<file path="config.mk">
export PLATFORM = sky130hd
export DESIGN_NAME = console_line_editor_top_flat
export DESIGN_NICKNAME = d
export VERILOG_FILES = /design/src/rtl/cle_pkg.sv /design/src/rtl/cle_if.sv /design/src/rtl/cle_ram.sv /design/src/rtl/cle_csr.sv /design/src/rtl/cle_engine.sv /design/src/rtl/console_line_editor_top.sv /design/src/flat_wrapper.sv
export SDC_FILE = /design/constraint.sdc
export NUM_CORES = 1
export LEC_CHECK = 0
export BUFFER_PORTS_ARGS = -buffer_cell sky130_fd_sc_hd__buf_2
export CAP_MARGIN = 25
export CORE_UTILIZATION = 55
export DETAILED_ROUTE_END_ITERATION = 12
export GPL_ROUTABILITY_DRIVEN = 0
export GPL_TIMING_DRIVEN = 0
export PLACE_DENSITY = 0.74
export SYNTH_ARGS = -nofsm -noshare
export SYNTH_HDL_FRONTEND = slang
export SYNTH_HIERARCHICAL = 1
export SYNTH_SLANG_ARGS = --single-unit
</file>
<file path="constraint.sdc">
create_clock -name clock -period 5.1 [get_ports clock]
set_input_delay 1.53 -clock clock [delete_from_list [all_inputs] [get_ports clock]]
set_output_delay 1.53 -clock clock [all_outputs]
set_load 0.02 [all_outputs]
</file>
<file path="src/rtl/cle_pkg.sv">
package cle_pkg;

   // fixed field widths
   localparam int CHAR_W      = 7;
   localparam int CODE_W      = 8;
   localparam int KIND_W      = 3;
   localparam int FILL_W      = 6;
   localparam int TICK_W      = 16;
   localparam int CSR_ADDR_W  = 4;
   localparam int CSR_DATA_W  = 32;

   // default line memory depth
   localparam int LINE_DEPTH_DEF = 32;

   // register reset values
   localparam logic              TIMEOUT_ENABLE_RST = 1'b0;
   localparam logic [TICK_W-1:0] TIMEOUT_TICKS_RST  = 16'd500;
   localparam logic [FILL_W-1:0] LINE_SIZE_RST      = 6'd32;

   // register indexes
   localparam logic [1:0] REG_TIMEOUT_ENABLE = 2'd0;
   localparam logic [1:0] REG_TIMEOUT_TICKS  = 2'd1;
   localparam logic [1:0] REG_LINE_SIZE      = 2'd2;

   // control characters
   localparam logic [CHAR_W-1:0] CH_CR  = 7'h0D;
   localparam logic [CHAR_W-1:0] CH_NL  = 7'h0A;
   localparam logic [CHAR_W-1:0] CH_DEL = 7'h7F;
   localparam logic [CHAR_W-1:0] CH_BS  = 7'h08;
   localparam logic [CHAR_W-1:0] CH_NAK = 7'h15;

   localparam logic REQ_CHAR = 1'b0;
   localparam logic REQ_TICK = 1'b1;

   typedef enum logic [KIND_W-1:0] {
      KIND_ECHO    = 3'd0,
      KIND_CHAR    = 3'd1,
      KIND_END     = 3'd2,
      KIND_KILL    = 3'd3,
      KIND_TIMEOUT = 3'd4,
      KIND_LONG    = 3'd5
   } kind_type;

   typedef enum logic [1:0] {
      ST_IDLE,
      ST_ECHO,
      ST_CHAR,
      ST_FINAL
   } state_type;

   typedef struct packed {
      logic              timeout_enable;
      logic [TICK_W-1:0] timeout_ticks;
      logic [FILL_W-1:0] line_size;
   } cfg_type;

endpackage

</file>
<file path="src/rtl/cle_if.sv">
interface cle_req_if import cle_pkg::*; ();
   logic              valid;
   logic              ready;
   logic              req_type;
   logic [CODE_W-1:0] char_code;

   modport source (output valid, output req_type, output char_code, input ready);
   modport sink   (input valid, input req_type, input char_code, output ready);
endinterface

interface cle_rsp_if import cle_pkg::*; ();
   logic              valid;
   logic              ready;
   logic [KIND_W-1:0] kind;
   logic [CHAR_W-1:0] value;
   logic [FILL_W-1:0] length;
   logic              last;

   modport source (output valid, output kind, output value, output length, output last,
                   input ready);
   modport sink   (input valid, input kind, input value, input length, input last,
                   output ready);
endinterface

</file>
<file path="src/rtl/cle_ram.sv">
module cle_ram #(
   parameter int WIDTH = 8,
   parameter int DEPTH = 32
) (
   input  logic                     clock,
   input  logic                     we,
   input  logic [$clog2(DEPTH)-1:0] waddr,
   input  logic [WIDTH-1:0]         wdata,
   input  logic                     re,
   input  logic [$clog2(DEPTH)-1:0] raddr,
   output logic [WIDTH-1:0]         rdata
);

   logic [WIDTH-1:0] mem_ff [DEPTH];
   logic [WIDTH-1:0] rdata_ff;

   // one write port, one registered read port
   always_ff @(posedge clock) begin
      if (we) begin
         mem_ff[waddr] <= wdata;
      end
      if (re) begin
         rdata_ff <= mem_ff[raddr];
      end
   end

   assign rdata = rdata_ff;

endmodule

</file>
<file path="src/rtl/cle_csr.sv">
module cle_csr import cle_pkg::*; (
   input  logic                  clock,
   input  logic                  reset,
   input  logic                  csr_psel,
   input  logic                  csr_penable,
   input  logic                  csr_pwrite,
   input  logic [CSR_ADDR_W-1:0] csr_paddr,
   input  logic [CSR_DATA_W-1:0] csr_pwdata,
   output logic [CSR_DATA_W-1:0] csr_prdata,
   output logic                  csr_pready,
   output cfg_type               cfg
);

   cfg_type    cfg_ff;
   cfg_type    cfg_in;
   logic       wr_en;
   logic [1:0] reg_idx;

   assign csr_pready = 1'b1;
   assign wr_en      = csr_psel && csr_penable && csr_pwrite;
   assign reg_idx    = csr_paddr[3:2];

   // register write decode
   always_comb begin
      cfg_in = cfg_ff;
      if (wr_en) begin
         case (reg_idx)
            REG_TIMEOUT_ENABLE: cfg_in.timeout_enable = csr_pwdata[0];
            REG_TIMEOUT_TICKS:  cfg_in.timeout_ticks  = csr_pwdata[TICK_W-1:0];
            REG_LINE_SIZE:      cfg_in.line_size      = csr_pwdata[FILL_W-1:0];
            default: ;
         endcase
      end
   end

   always_ff @(posedge clock) begin
      if (reset) begin
         cfg_ff.timeout_enable <= TIMEOUT_ENABLE_RST;
         cfg_ff.timeout_ticks  <= TIMEOUT_TICKS_RST;
         cfg_ff.line_size      <= LINE_SIZE_RST;
      end else begin
         cfg_ff <= cfg_in;
      end
   end

   // readback
   always_comb begin
      case (reg_idx)
         REG_TIMEOUT_ENABLE: csr_prdata = {{(CSR_DATA_W-1){1'b0}}, cfg_ff.timeout_enable};
         REG_TIMEOUT_TICKS:  csr_prdata = {{(CSR_DATA_W-TICK_W){1'b0}}, cfg_ff.timeout_ticks};
         REG_LINE_SIZE:      csr_prdata = {{(CSR_DATA_W-FILL_W){1'b0}}, cfg_ff.line_size};
         default:            csr_prdata = '0;
      endcase
   end

   assign cfg = cfg_ff;

endmodule

</file>
<file path="src/rtl/cle_engine.sv">
module cle_engine import cle_pkg::*; #(
   parameter int LINE_DEPTH = LINE_DEPTH_DEF
) (
   input  logic     clock,
   input  logic     reset,
   input  cfg_type  cfg,
   cle_req_if.sink   req_if,
   cle_rsp_if.source rsp_if
);

   localparam int ADDR_W = $clog2(LINE_DEPTH);
   localparam logic [FILL_W-1:0] DEPTH_F = FILL_W'(LINE_DEPTH);

   state_type          state_ff, state_in;
   logic [FILL_W-1:0]  fill_ff, fill_in;
   logic [TICK_W-1:0]  idle_ff, idle_in;
   logic [CHAR_W-1:0]  cur_ff, cur_in;
   kind_type           fkind_ff, fkind_in;
   logic [FILL_W-1:0]  flen_ff, flen_in;
   logic [FILL_W-1:0]  dump_idx_ff, dump_idx_in;
   logic               rsp_valid_ff, rsp_valid_in;
   kind_type           rsp_kind_ff, rsp_kind_in;
   logic [CHAR_W-1:0]  rsp_value_ff, rsp_value_in;
   logic [FILL_W-1:0]  rsp_length_ff, rsp_length_in;
   logic               rsp_last_ff, rsp_last_in;

   logic               accept;
   logic               slot_free;
   logic [CHAR_W-1:0]  in_char;
   logic [CHAR_W-1:0]  mapped;
   logic [TICK_W-1:0]  idle_inc;
   logic               timeout_hit;
   logic [FILL_W-1:0]  eff_size;
   logic               is_store;
   logic [FILL_W-1:0]  dump_next;

   logic               mem_we;
   logic               mem_re;
   logic [ADDR_W-1:0]  mem_raddr;
   logic [CHAR_W-1:0]  mem_rdata;

   cle_ram #(
      .WIDTH (CHAR_W),
      .DEPTH (LINE_DEPTH)
   ) u_line_ram (
      .clock (clock),
      .we    (mem_we),
      .waddr (fill_ff[ADDR_W-1:0]),
      .wdata (cur_ff),
      .re    (mem_re),
      .raddr (mem_raddr),
      .rdata (mem_rdata)
   );

   assign req_if.ready = (state_ff == ST_IDLE);
   assign accept       = req_if.valid && req_if.ready;
   assign slot_free    = !rsp_valid_ff || rsp_if.ready;

   // character translation
   assign in_char = req_if.char_code[CHAR_W-1:0];
   always_comb begin
      case (in_char)
         CH_CR:   mapped = CH_NL;
         CH_DEL:  mapped = CH_BS;
         default: mapped = in_char;
      endcase
   end

   // idle counter with saturation, then compare
   assign idle_inc    = (idle_ff == {TICK_W{1'b1}}) ? idle_ff : idle_ff + TICK_W'(1);
   assign timeout_hit = cfg.timeout_enable && (idle_inc > cfg.timeout_ticks);

   assign eff_size  = (cfg.line_size > DEPTH_F) ? DEPTH_F : cfg.line_size;
   assign is_store  = (cur_ff != CH_BS) && (cur_ff != CH_NL) && (cur_ff != CH_NAK)
                      && (fill_ff < eff_size);
   assign dump_next = dump_idx_ff + FILL_W'(1);

   // sequencer: next state, memory access and result staging
   always_comb begin
      state_in      = state_ff;
      fill_in       = fill_ff;
      idle_in       = idle_ff;
      cur_in        = cur_ff;
      fkind_in      = fkind_ff;
      flen_in       = flen_ff;
      dump_idx_in   = dump_idx_ff;
      rsp_valid_in  = rsp_valid_ff && !rsp_if.ready;
      rsp_kind_in   = rsp_kind_ff;
      rsp_value_in  = rsp_value_ff;
      rsp_length_in = rsp_length_ff;
      rsp_last_in   = rsp_last_ff;
      mem_we        = 1'b0;
      mem_re        = 1'b0;
      mem_raddr     = dump_next[ADDR_W-1:0];

      case (state_ff)
         ST_IDLE: begin
            if (accept) begin
               if (req_if.req_type == REQ_TICK) begin
                  idle_in = idle_inc;
                  if (timeout_hit) begin
                     fkind_in = KIND_TIMEOUT;
                     flen_in  = '0;
                     fill_in  = '0;
                     idle_in  = '0;
                     state_in = ST_FINAL;
                  end
               end else begin
                  idle_in  = '0;
                  cur_in   = mapped;
                  state_in = ST_ECHO;
               end
            end
         end
         ST_ECHO: begin
            if (slot_free) begin
               rsp_valid_in  = 1'b1;
               rsp_kind_in   = KIND_ECHO;
               rsp_value_in  = (cur_ff == CH_NAK) ? CH_NL : cur_ff;
               rsp_length_in = '0;
               rsp_last_in   = (cur_ff == CH_BS) || is_store;
               state_in      = ST_FINAL;
               if (cur_ff == CH_BS) begin
                  if (fill_ff != '0) begin
                     fill_in = fill_ff - FILL_W'(1);
                  end
                  state_in = ST_IDLE;
               end else if (cur_ff == CH_NL) begin
                  fkind_in = KIND_END;
                  flen_in  = fill_ff;
                  fill_in  = '0;
                  if (fill_ff != '0) begin
                     mem_re      = 1'b1;
                     mem_raddr   = '0;
                     dump_idx_in = '0;
                     state_in    = ST_CHAR;
                  end
               end else if (cur_ff == CH_NAK) begin
                  fkind_in = KIND_KILL;
                  flen_in  = '0;
                  fill_in  = '0;
               end else if (!is_store) begin
                  fkind_in = KIND_LONG;
                  flen_in  = eff_size;
                  fill_in  = '0;
               end else begin
                  mem_we   = 1'b1;
                  fill_in  = fill_ff + FILL_W'(1);
                  state_in = ST_IDLE;
               end
            end
         end
         ST_CHAR: begin
            // read data for dump_idx is waiting; fetch the next entry on push
            if (slot_free) begin
               rsp_valid_in  = 1'b1;
               rsp_kind_in   = KIND_CHAR;
               rsp_value_in  = mem_rdata;
               rsp_length_in = '0;
               rsp_last_in   = 1'b0;
               dump_idx_in   = dump_next;
               if (dump_next == flen_ff) begin
                  state_in = ST_FINAL;
               end else begin
                  mem_re = 1'b1;
               end
            end
         end
         ST_FINAL: begin
            if (slot_free) begin
               rsp_valid_in  = 1'b1;
               rsp_kind_in   = fkind_ff;
               rsp_value_in  = '0;
               rsp_length_in = flen_ff;
               rsp_last_in   = 1'b1;
               state_in      = ST_IDLE;
            end
         end
         default: state_in = ST_IDLE;
      endcase
   end

   // control registers
   always_ff @(posedge clock) begin
      if (reset) begin
         state_ff     <= ST_IDLE;
         fill_ff      <= '0;
         idle_ff      <= '0;
         rsp_valid_ff <= 1'b0;
      end else begin
         state_ff     <= state_in;
         fill_ff      <= fill_in;
         idle_ff      <= idle_in;
         rsp_valid_ff <= rsp_valid_in;
      end
   end

   // payload registers
   always_ff @(posedge clock) begin
      cur_ff        <= cur_in;
      fkind_ff      <= fkind_in;
      flen_ff       <= flen_in;
      dump_idx_ff   <= dump_idx_in;
      rsp_kind_ff   <= rsp_kind_in;
      rsp_value_ff  <= rsp_value_in;
      rsp_length_ff <= rsp_length_in;
      rsp_last_ff   <= rsp_last_in;
   end

   assign rsp_if.valid  = rsp_valid_ff;
   assign rsp_if.kind   = rsp_kind_ff;
   assign rsp_if.value  = rsp_value_ff;
   assign rsp_if.length = rsp_length_ff;
   assign rsp_if.last   = rsp_last_ff;

   // a store never lands past the effective line size
   a_store_in_range: assert property (@(posedge clock) disable iff (reset)
      mem_we |-> (fill_ff < eff_size))
      else $error("line store write beyond line size");

   // an accepted character always goes to the echo step
   a_char_to_echo: assert property (@(posedge clock) disable iff (reset)
      (accept && req_if.req_type == REQ_CHAR) |=> (state_ff == ST_ECHO))
      else $error("character not followed by echo");

   // the dump index stays below the captured line length
   a_dump_bound: assert property (@(posedge clock) disable iff (reset)
      (state_ff == ST_CHAR) |-> (dump_idx_ff < flen_ff))
      else $error("dump index past line length");

   // staging the final result of a transaction returns the sequencer to idle
   a_last_idle: assert property (@(posedge clock) disable iff (reset)
      (state_ff != ST_IDLE && slot_free && rsp_valid_in && rsp_last_in)
      |=> (state_ff == ST_IDLE))
      else $error("last result without return to idle");

endmodule

</file>
<file path="src/rtl/console_line_editor_top.sv">
// Console line editor: takes received characters and timer ticks on req_if and gives
// echo, line character, line-end, kill, timeout and overlong results on rsp_if, one
// transaction per result, with last set on the final result of each input. A stored
// character or an erase gives only its echo once the result register is free (accept,
// then echo); a kill or an overlong character adds its end result, and a newline adds
// each stored character, read one entry a cycle from the line memory while the result
// register is free, and then the line end. A tick gives a result only when it ends the
// line by timeout. Inputs are taken only while the sequencer is idle; the result
// register lets the last result wait for the consumer while the next input is accepted.
// The line memory needs no clearing after reset: only entries written in the current
// line are read. Registers on the csr_ port: timeout_enable at 0x0, timeout_ticks at
// 0x4, line_size at 0x8; write them only while the block is idle.
module console_line_editor_top import cle_pkg::*; #(
   parameter int LINE_DEPTH = LINE_DEPTH_DEF
) (
   input  logic                  clock,
   input  logic                  reset,
   cle_req_if.sink               req_if,
   cle_rsp_if.source             rsp_if,
   input  logic                  csr_psel,
   input  logic                  csr_penable,
   input  logic                  csr_pwrite,
   input  logic [CSR_ADDR_W-1:0] csr_paddr,
   input  logic [CSR_DATA_W-1:0] csr_pwdata,
   output logic [CSR_DATA_W-1:0] csr_prdata,
   output logic                  csr_pready
);

   cfg_type cfg;

   // configuration registers
   cle_csr u_csr (
      .clock       (clock),
      .reset       (reset),
      .csr_psel    (csr_psel),
      .csr_penable (csr_penable),
      .csr_pwrite  (csr_pwrite),
      .csr_paddr   (csr_paddr),
      .csr_pwdata  (csr_pwdata),
      .csr_prdata  (csr_prdata),
      .csr_pready  (csr_pready),
      .cfg         (cfg)
   );

   // line editing sequencer with line memory
   cle_engine #(
      .LINE_DEPTH (LINE_DEPTH)
   ) u_engine (
      .clock  (clock),
      .reset  (reset),
      .cfg    (cfg),
      .req_if (req_if),
      .rsp_if (rsp_if)
   );

endmodule
</file>
<file path="src/flat_wrapper.sv">
// flat-port wrapper written by rule: the top's interface ports become plain ports
module console_line_editor_top_flat import cle_pkg::*;
#(
   parameter int LINE_DEPTH = LINE_DEPTH_DEF
)
  (clock, reset, csr_psel, csr_penable, csr_pwrite, csr_paddr, csr_pwdata, csr_prdata, csr_pready, req_if_valid, req_if_req_type, req_if_char_code, req_if_ready, rsp_if_valid, rsp_if_kind, rsp_if_value, rsp_if_length, rsp_if_last, rsp_if_ready);
  cle_req_if req_if_i ();
  cle_rsp_if rsp_if_i ();
  input  logic clock;
  input  logic reset;
  input  logic csr_psel;
  input  logic csr_penable;
  input  logic csr_pwrite;
  input  logic [CSR_ADDR_W-1:0] csr_paddr;
  input  logic [CSR_DATA_W-1:0] csr_pwdata;
  output logic [CSR_DATA_W-1:0] csr_prdata;
  output logic csr_pready;
  input wire logic [$bits(req_if_i.valid)-1:0] req_if_valid;
  input wire logic [$bits(req_if_i.req_type)-1:0] req_if_req_type;
  input wire logic [$bits(req_if_i.char_code)-1:0] req_if_char_code;
  output wire logic [$bits(req_if_i.ready)-1:0] req_if_ready;
  output wire logic [$bits(rsp_if_i.valid)-1:0] rsp_if_valid;
  output wire logic [$bits(rsp_if_i.kind)-1:0] rsp_if_kind;
  output wire logic [$bits(rsp_if_i.value)-1:0] rsp_if_value;
  output wire logic [$bits(rsp_if_i.length)-1:0] rsp_if_length;
  output wire logic [$bits(rsp_if_i.last)-1:0] rsp_if_last;
  input wire logic [$bits(rsp_if_i.ready)-1:0] rsp_if_ready;
  assign req_if_i.valid = req_if_valid;
  assign req_if_i.req_type = req_if_req_type;
  assign req_if_i.char_code = req_if_char_code;
  assign req_if_ready = req_if_i.ready;
  assign rsp_if_valid = rsp_if_i.valid;
  assign rsp_if_kind = rsp_if_i.kind;
  assign rsp_if_value = rsp_if_i.value;
  assign rsp_if_length = rsp_if_i.length;
  assign rsp_if_last = rsp_if_i.last;
  assign rsp_if_i.ready = rsp_if_ready;
  console_line_editor_top #(.LINE_DEPTH(LINE_DEPTH)) u_core (.clock(clock), .reset(reset), .req_if(req_if_i), .rsp_if(rsp_if_i), .csr_psel(csr_psel), .csr_penable(csr_penable), .csr_pwrite(csr_pwrite), .csr_paddr(csr_paddr), .csr_pwdata(csr_pwdata), .csr_prdata(csr_prdata), .csr_pready(csr_pready));
endmodule
</file>
==> impl_metrics.py, run 1 <==
metrics = {
    "cts": {
        "path_clk_slew_ns": 0.06,
        "htreeDepth": 2,
        "cts_setup_buffers": 0,
        "cts_sinks": 318,
        "clock_latency_ns": 0.51,
        "numCtsBuffers": 34,
        "cts_root_buf": "clkbuf_16",
        "cts.path.max_buffers": 3,
        "tritoncts": "done",
    },
    "power": {
        "p_leak_nw": 5.709,
        "vdd_drop_max_mv": 0.2309,
        "pwr-share-seq_pct": 44.4,
        "power.internal_mw": 5.096,
        "switching_share_pct": 27.32,
        "power.share.combinational_pct": 21.3,
        "p_clk_share_pct": 34.3,
        "power_density_nw_per_um2": 431.1,
        "switching_power_mw": 1.916,
    },
    "yosys": {
        "synth_simple_gate_area_share_pct": 11.02,
        "synth-adder-area-share_pct": 2.551,
        "yosysMostFrequentCell": "edfxtp_1",
        "synth_area_leader_cell": "edfxtp_1",
        "netlist_top_cells_count": "edfxtp_1 (270), nor2_1 (91), mux4_2 (70)",
        "synth-compound-area-share_pct": 4.883,
        "netlist_area_um2": 14220,
        "synthFlopType": "edfxtp_1",
        "synth_edf_count": 270,
        "synthTopCellsByArea": "edfxtp_1 (57%), mux4_2 (11%), dfxtp_1 (6.8%)",
        "synth_seq_area_share_pct": 63.77,
        "synth_top_area_share_pct": 57.01,
        "muxShareOfSynthArea_pct": 13.55,
        "synth-xor-area-share_pct": 1.047,
        "syn_area_per_cell_um2": 14.83,
        "synth_cells": 959,
        "synth.distinct_cells": 67,
        "synth_top_family_by_area": "multiplexers",
        "ys.warnings.count": 6,
        "async_reset_ff_share_pct": 0,
        "synth-seq-cells": 318,
    },
    "die": {
        "initial_core_util_pct": 56.31,
        "die_y_um": 162.8,
        "fp.dieW_um": 162.8,
        "core_um2": 25250,
        "dieArea_um2": 26500,
        "fp-row-count": 58,
        "io_pins": 104,
    },
    "cells_and_area": {
        "syn_to_final_growth_pct": 14.38,
        "final_cells": 1438,
        "nNetsFinal": 1166,
        "drive_gt1_share_pct": 22.67,
    },
    "sta": {
        "tightest_slew_ns": 1.024,
        "hold_viol": 0,
        "finClkSkew_ns": 0.01767,
        "drv_slew": 0,
        "max_slew_margin_pct": 31.12,
        "final.min_clock_period_ns": 4.924,
        "rsz0062_at_grt": "no",
        "fmax_mhz": 203.1,
        "finalCritPeriodShare_pct": 96.54,
        "fin_ws_ns": 0.1764,
        "setup_viol": 0,
    },
    "route": {
        "ant_nets": 0,
        "firstDrtPassIters": 6,
        "wl_mm": 30.83,
        "vias": 8602,
        "remaining_drc_errors": 0,
        "drt-vias-per-instance": 5.982,
        "drt_iter0_markers": 739,
        "post_drt_wl_per_cell_um": 21.44,
    },
    "status": {
        "status": "completed",
    },
    "worst_setup_path": {
        "worstSetupEndpointType": "register",
        "critical_path.startpoint_type": "register",
        "arrival_ns": 5.18,
        "critPathRequiredTime_ns": 5.35,
        "timing_worst_setup_path_type": "register to register",
        "crit_fanout": 19,
    },
    "grt": {
        "grt_usage_pct": 24.14,
        "first_global_vias": 8376,
        "grt_pass1_wl_mm": 47.51,
        "antenna_found_initial": 4,
        "gr-total-overflow": 0,
        "grt_max_degree": 34,
    },
    "place": {
        "portBuffers": 67,
        "place_ws_ns": -0.4437,
        "placedCellCount": 1377,
        "dpl.hpwl_mm": 21.20,
    },
    "worst_hold_path": {
        "worstHoldPathType": "register to register",
    },
    "flow_run": {
        "drv_cap": 0,
    },
}
==> flip-flops by register name (all words and copies together) (netlist names) <==
signal	flops
u_core/u_engine/u_line_ram/mem_ff	224
u_core/u_engine/rsp_if.length	6
u_core/u_engine/fkind_ff	3
u_core/u_engine/rsp_if.value	7
u_core/u_engine/rsp_if.kind	3
u_core/u_engine/state_ff	2
u_core/u_engine/u_line_ram/rdata	7
u_core/u_csr/cfg	23
u_core/u_engine/idle_ff	16
u_core/u_engine/flen_ff	6
u_core/u_engine/rsp_if.valid	1
u_core/u_engine/rsp_if.last	1
u_core/u_engine/fill_ff	6
u_core/u_engine/dump_idx_ff	6
u_core/u_engine/cur_ff	7
==> kinds of logic (layout without fill, tap and decap cells) <==
group / count (synthesis) / in the layout
DFF: 318 / 318
and+or+nand+nor: 306 / 306
muxes: 104 / 104
AOI/OAI and AO/OA: 99 / 99
buffers and inverters: 84 / 217
adders and majority gates: 29 / 29
xor gates and xnor gates: 17 / 17
other: 2 / 18
==> per-stage QoR <==
stage	power [mW]	area [um^2]	util (%)	TNS, ns	hold slack, ns
2_1_floorplan	4.156	14280	-	0	0.4535
3_3_place_gp	4.595	15030	59.50	-2.973	0.4692
3_5_place_dp	4.637	15130	59.90	-2.656	0.4788
4_1_cts	7.040	16230	64.25	0	0.4898
5_1_grt	7.257	16260	64.40	0	0.5094
6_report	7.012	16270	64.41	0	0.4906
==> cell type report <==
type	instances	area, um^2
Antenna cell	1	2.502
Buffer	57	345.3
Clock buffer	44	930.9
Clock inverter	14	152.6
Fill cell	1812	8989
Inverter	27	101.3
Multi-Input combinational cell	572	4778
Sequential cell	318	9069
Tap cell	330	412.9
Timing Repair Buffer	75	473.0
==> path summary, 6_finish.rpt <==
kind	from	to	slack (ns)	cells past startpoint
worst max-delay path	u_core/u_engine/cur_ff[0]$_DFFE_PP_	u_core/u_engine/u_line_ram/rdata[0]$_DFFE_PP_	0.18	11
worst min-delay path	u_core/u_engine/idle_ff[2]$_SDFFE_PP0P_	u_core/u_engine/idle_ff[2]$_SDFFE_PP0P_	0.49	2
worst max register to register	u_core/u_engine/cur_ff[0]$_DFFE_PP_	u_core/u_engine/u_line_ram/rdata[0]$_DFFE_PP_	0.18	11
worst min register to register	u_core/u_engine/idle_ff[2]$_SDFFE_PP0P_	u_core/u_engine/idle_ff[2]$_SDFFE_PP0P_	0.49	2
==> worst max-delay path: stages (launching register included) <==
cell and delay, ns:
edfxtp_1 0.69, buf_16 0.29, or4b_4 0.59, nor4_4 0.38
nor2b_1 0.38, and2_1 0.28, nor2_1 0.10, clkbuf_1 0.31
buf_1 0.37, mux4_2 0.42, mux4_2 0.56, mux2_2 0.30
==> cells in the final DEF, fill, tap and decap left out, types with 8 or more instances in the layout <==
cell / synthesis / final
nor3_1: 15 / 15
conb_1: 2 / 17
edfxtp_1: 270 / 270
nand2b_1: 32 / 32
nand4_1: 9 / 9
nand3_1: 26 / 26
nand2_1: 50 / 50
dfxtp_1: 48 / 48
nor2_1: 91 / 91
buf_2: 5 / 72
mux4_2: 70 / 70
o21ai_0: 16 / 16
and2_1: 24 / 24
clkbuf_1: 23 / 31
ha_1: 29 / 29
clkbuf_16: 0 / 36
nor2b_1: 18 / 18
mux2_2: 8 / 8
mux2i_1: 26 / 26
a22o_1: 16 / 16
xnor2_1: 10 / 10
buf_4: 18 / 19
inv_1: 26 / 26
a21oi_1: 24 / 24
==> routing by layer <==
metal / share of wire (%) / vias to the layer above / GRT usage, %
li1: - / 3893 / -
met1: 41 / 4232 / 33.77
met2: 47 / 407 / 37.37
met3: 9.5 / 64 / 5.755
met4: 2.4 / 6 / 7.986
met5: 0.11 / - / 0
==> power by group through the flow <==
stage	clock, mW	combinational, mW	sequential [mW]
3_5_place_dp	0	1.46	3.18
3_3_place_gp	0	1.40	3.20
5_1_grt	2.54	1.59	3.13
2_1_floorplan	0	0.915	3.24
4_1_cts	2.44	1.47	3.12
6_report	2.41	1.49	3.11
==> timing repair <==
item	4_1_cts	5_1_grt
setup endpoints to repair	7	5
pin swaps	0	0
resized for setup	2	1
hold buffers	0	0
Power figures use the tool's default switching activity.
==> run 2, diff against run 1 <==
- clock period: 5.1 -> 5.46 ns (I/O delays scaled with it)
==> run 2 against run 1 <==
Routed wire length is 0.55% lower. Hold slack got worse by 0.00090 ns. Count of clock-buffer cells in the layout did not move. Critical path depth stayed put. Sequential power down 6.4%. Clock power is 7% lower. Critical endpoint is now u_core/u_engine/u_line_ram/rdata[6]$_DFFE_PP_.
==> impl_metrics.py, run 2 (synthesized netlist as in run 1, its figures left out) <==
metrics = {
    "cells_and_area": {
        "regMostFlops": "u_core/u_engine/u_line_ram/mem_ff",
        "final_cells": 1438,
        "final_area_um2": 16260,
        "nNetsFinal": 1166,
        "syn_to_final_growth_pct": 14.31,
        "largest_reg_flops": 224,
        "final_common_cell": "edfxtp_1",
        "most-common-layout-cells": "edfxtp_1 (270), nor2_1 (91), buf_2 (72)",
        "drive_gt1_share_pct": 22.58,
    },
    "worst_setup_path": {
        "cp.buffers_inverters": 3,
        "critPathRequiredTime_ns": 5.71,
        "timing_worst_setup_path_type": "register to register",
        "crit_fanout": 19,
        "worstSetupEndpointType": "register",
        "cp_common_cell": "mux4_2",
        "arrival_ns": 5.52,
        "cp_cell_sequence": "buf_16 > or4b_4 > nor4_2 > nor2b_1 > and2_1 > nor2_1 > clkbuf_1 > buf_1 > mux4_2 > mux4_2 > mux2_2",
        "slowest_delay_ns": 0.69,
        "critical_path.startpoint_type": "register",
        "critPathTopFamily": "simple AND/OR/NAND/NOR gates",
        "crit_path_top_delay_cell": "edfxtp_1",
    },
    "sta": {
        "finalCritPeriodShare_pct": 96.56,
        "setup_viol": 0,
        "hold_viol": 0,
        "max_slew_margin_pct": 30.38,
        "tightest_slew_ns": 1.035,
        "setup_tns_ns": 0,
        "rsz0062_at_grt": "no",
        "final.min_clock_period_ns": 5.272,
        "drv_slew": 0,
        "hold_ws_ns": 0.4897,
        "finClkSkew_ns": 0.01252,
        "fmax_mhz": 189.7,
    },
    "route": {
        "firstDrtPassIters": 5,
        "wl_mm": 30.66,
        "ant_nets": 0,
        "post_drt_wl_per_cell_um": 21.32,
        "remaining_drc_errors": 0,
        "drt_iter0_markers": 739,
        "drt-vias-per-instance": 5.935,
        "vias": 8534,
    },
    "place": {
        "placedCellCount": 1377,
        "dpl.hpwl_mm": 21.20,
        "place_area_um2": 15130,
        "portBuffers": 67,
    },
    "grt": {
        "grt_usage_pct": 24.06,
        "grt_max_degree": 34,
        "gr-total-overflow": 0,
        "antenna_found_initial": 4,
        "first_global_vias": 8383,
        "grt_pass1_wl_mm": 47.39,
    },
    "die": {
        "core_um2": 25250,
        "dieArea_um2": 26500,
        "fp.dieW_um": 162.8,
        "fp-row-count": 58,
        "io_pins": 104,
        "die_y_um": 162.8,
        "initial_core_util_pct": 56.31,
    },
    "cts": {
        "clock_latency_ns": 0.51,
        "path_clk_slew_ns": 0.06,
        "cts_root_buf": "clkbuf_16",
        "numCtsBuffers": 34,
        "cts_sinks": 318,
        "cts.path.max_buffers": 3,
        "tritoncts": "done",
        "htreeDepth": 2,
        "cts_setup_buffers": 0,
    },
    "power": {
        "vdd_drop_max_mv": 0.2158,
        "p_leak_nw": 5.704,
        "power_density_nw_per_um2": 402.5,
    },
    "flow_run": {
        "drv_cap": 0,
    },
    "status": {
        "status": "completed",
    },
    "worst_hold_path": {
        "worstHoldPathType": "register to register",
    },
}
-- run 2: changes by cell type in the layout (fill, tap and decap cells not counted), sizes merged --
cell    delta
clkbuf     -1
buf        +1
-- run 2: metal layers --
layer	wire, um	share of wire [%]	global-route usage (%)	up-vias
met4	723	2.4	7.944	6
met5	35	0.11	0	-
li1	-	-	-	3891
met2	14260	46	37.29	401
met3	2987	9.7	5.755	56
met1	12660	41	33.60	4180
-- run 2: timing repair --
item	CTS	global route
resized for setup	1	0
hold endpoints to repair	0	0
hold buffers	0	0
setup endpoints to repair	5	0
-- run 2: worst paths after layout --
check | startpoint | slack (ns) | cells after the start | to
min | u_core/u_engine/idle_ff[2]$_SDFFE_PP0P_ | 0.49 | 2 | u_core/u_engine/idle_ff[2]$_SDFFE_PP0P_
min reg2reg | u_core/u_engine/idle_ff[2]$_SDFFE_PP0P_ | 0.49 | 2 | u_core/u_engine/idle_ff[2]$_SDFFE_PP0P_
max | u_core/u_engine/cur_ff[0]$_DFFE_PP_ | 0.19 | 11 | u_core/u_engine/u_line_ram/rdata[6]$_DFFE_PP_
max reg2reg | u_core/u_engine/cur_ff[0]$_DFFE_PP_ | 0.19 | 11 | u_core/u_engine/u_line_ram/rdata[6]$_DFFE_PP_
-- run 2: power breakdown --
group,switching [mW],internal [mW],leakage (nW)
sequential,0.0754,2.83,2.83
combinational,0.811,0.583,2.34
clock,0.896,1.35,0.531
total,1.78,4.76,5.70
-- run 2: cell type report --
type                       count  area [um^2]
timing repair buffer          75        473.0
multi-input combinational    572         4770
antenna                        1        2.502
clock inverter                14        152.6
inverter                      27        101.3
buffer                        57        344.1
sequential                   318         9069
fill                        1818         8999
clock buffer                  44        930.9
tap                          330        412.9
-- run 2: worst register-to-register path: cells and delay by family (launching register included) --
family        cells  cell delay (ns)
simple gates      5             1.95
mux               3             1.32
buf+inv           3             1.07
flops             1             0.69
-- run 2: stage by stage --
step	util (%)	total power, mW	setup slack, ns
after floorplan	-	3.882	1.263
after global placement	59.50	4.292	-0.1126
after detailed placement	59.90	4.331	-0.08371
after CTS	64.22	6.575	0.2359
after global routing	64.36	6.777	0.07086
final	64.37	6.542	0.1876
==> run 3, diff against run 2 <==
- PLACE_DENSITY: 0.74 -> 0.72
==> run 3 against run 2 <==
Sequential share of layout area decreased by 0.11 points. Highest routed layer unchanged. Global-route usage rose by 0.064 points. Clock power hardly changed. First-iteration DRC count shrank 5.4%. Count of clock-buffer cells in the layout fell by 3. Die area unchanged. Final area grew 0.19%. Critical path depth stayed put. Largest power group unchanged. Fmax rose by 4.8%. Clock skew is essentially flat. Sequential power hardly changed.
==> impl_metrics.py, run 3 (synthesized netlist as in run 1, its figures left out) <==
metrics = {
    "worst_setup_path": {
        "crit_fanout": 19,
        "arrival_ns": 5.28,
        "worstSetupEndpointType": "register",
        "timing_worst_setup_path_type": "register to register",
        "critPathRequiredTime_ns": 5.71,
        "critical_path.startpoint_type": "register",
    },
    "cts": {
        "cts_root_buf": "clkbuf_16",
        "htreeDepth": 2,
        "cts_sinks": 318,
        "clock_latency_ns": 0.50,
        "tritoncts": "done",
        "numCtsBuffers": 34,
        "cts_setup_buffers": 0,
        "path_clk_slew_ns": 0.06,
        "cts_hold_buf": 0,
        "cts.path.max_buffers": 3,
    },
    "power": {
        "vdd_drop_max_mv": 0.2306,
        "power_density_nw_per_um2": 400.9,
        "pwr-share-seq_pct": 44.5,
        "power.share.combinational_pct": 21.6,
        "p_clk_share_pct": 34.0,
        "p_leak_nw": 5.706,
        "switching_share_pct": 27.46,
        "switching_power_mw": 1.793,
        "power.internal_mw": 4.737,
    },
    "sta": {
        "max_slew_margin_pct": 32.96,
        "fin_ws_ns": 0.4310,
        "fmax_mhz": 198.8,
        "finClkSkew_ns": 0.01221,
        "setup_viol": 0,
        "hold_viol": 0,
        "drv_slew": 0,
        "finalCritPeriodShare_pct": 92.11,
        "rsz0062_at_grt": "no",
        "final.min_clock_period_ns": 5.029,
        "tightest_slew_ns": 0.9964,
    },
    "cells_and_area": {
        "syn_to_final_growth_pct": 14.53,
        "final_common_cell": "edfxtp_1",
        "regMostFlops": "u_core/u_engine/u_line_ram/mem_ff",
        "nNetsFinal": 1166,
        "drive_gt1_share_pct": 22.70,
        "final_area_um2": 16290,
        "most-common-layout-cells": "edfxtp_1 (270), nor2_1 (91), buf_2 (72)",
        "fin_util_pct": 64.49,
        "largest_reg_flops": 224,
    },
    "status": {
        "status": "completed",
    },
    "route": {
        "ant_nets": 0,
        "firstDrtPassIters": 5,
        "wl_mm": 31.00,
        "drt_iter0_markers": 699,
        "remaining_drc_errors": 0,
        "vias": 8536,
        "post_drt_wl_per_cell_um": 21.51,
        "drt-vias-per-instance": 5.924,
    },
    "grt": {
        "first_global_vias": 8205,
        "grt_pass1_wl_mm": 47.60,
        "grt_max_degree": 34,
        "antenna_found_initial": 3,
        "grt_usage_pct": 24.12,
        "gr-total-overflow": 0,
    },
    "die": {
        "initial_core_util_pct": 56.31,
        "fp.dieW_um": 162.8,
        "core_um2": 25250,
        "io_pins": 104,
        "die_y_um": 162.8,
        "fp-row-count": 58,
        "dieArea_um2": 26500,
    },
    "place": {
        "dpl.hpwl_mm": 21.38,
        "place_ws_ns": -0.05261,
        "place_area_um2": 15150,
        "portBuffers": 67,
    },
    "worst_hold_path": {
        "worstHoldPathType": "register to register",
    },
    "flow_run": {
        "drv_cap": 0,
    },
}
[run 3: cell types whose count changed in the layout (fill, tap and decap cells not counted), sizes merged]
cell / before / now
inv: 28 / 27
clkinvlp: 1 / 4
clkbuf: 67 / 64
clkinv: 9 / 13
[run 3: final cells by class]
| cell class | instances | area (um^2) |
|---|---|---|
| multi-input cells | 572 | 4778 |
| repair buffers | 75 | 498.0 |
| flip-flops and latches | 318 | 9069 |
| diodes | 1 | 2.502 |
| fillers | 1816 | 8967 |
| well taps | 330 | 412.9 |
| clock buffers | 41 | 898.4 |
| clock inverters | 20 | 182.7 |
| inverters | 27 | 101.3 |
| plain buffers | 57 | 344.1 |
[run 3: per-layer routing]
| metal | GRT usage (%) | vias up | share of wire, % |
|---|---|---|---|
| met1 | 34.90 | 4273 | 44 |
| met5 | 0 | - | 0.042 |
| met2 | 36.65 | 326 | 46 |
| li1 | - | 3891 | - |
| met4 | 6.627 | 2 | 2.1 |
| met3 | 5.831 | 44 | 7.9 |
[run 3: final timing paths]
check                                       from                                             to  slack, ns  depth (start not counted)
min            u_core/u_csr/cfg[15]$_SDFFE_PP0P_              u_core/u_csr/cfg[15]$_SDFFE_PP0P_       0.48                          2
max          u_core/u_engine/cur_ff[2]$_DFFE_PP_  u_core/u_engine/u_line_ram/rdata[5]$_DFFE_PP_       0.43                         11
max reg2reg  u_core/u_engine/cur_ff[2]$_DFFE_PP_  u_core/u_engine/u_line_ram/rdata[5]$_DFFE_PP_       0.43                         11
min reg2reg    u_core/u_csr/cfg[15]$_SDFFE_PP0P_              u_core/u_csr/cfg[15]$_SDFFE_PP0P_       0.48                          2
[run 3: through the flow]
stage | cells | hold WS, ns | setup TNS (ns) | power (mW)
floorplan | 974 | 0.4535 | 0 | 3.882
global placement | 1371 | 0.4742 | -0.9606 | 4.296
detailed placement | 1377 | 0.4779 | -0.1319 | 4.338
CTS | 1438 | 0.4868 | 0 | 6.561
global route | 1440 | 0.5126 | 0 | 6.767
finish | 1441 | 0.4839 | 0 | 6.529
[run 3: power groups by stage]
stage          Clock (mW)  Sequential, mW  Combinational, mW
2_1_floorplan           0            3.03              0.855
3_3_place_gp            0            2.98               1.31
3_5_place_dp            0            2.96               1.37
4_1_cts              2.26            2.91               1.39
5_1_grt              2.35            2.92               1.50
6_report             2.22            2.90               1.41
[run 3: timing repair]
item | CTS | global route
gates cloned | 0 | 0
gates resized for setup | 1 | 1
setup endpoints to repair | 4 | 1
[run 3: critical path, stage by stage, from the launching register on]
cell and delay [ns]:
edfxtp_1 0.69, buf_16 0.29, or4b_4 0.57, nor4_4 0.37
nor2b_1 0.37, and2_1 0.28, nor2_1 0.10, clkbuf_1 0.31
buf_1 0.50, mux4_2 0.46, mux4_2 0.51, mux2_2 0.32
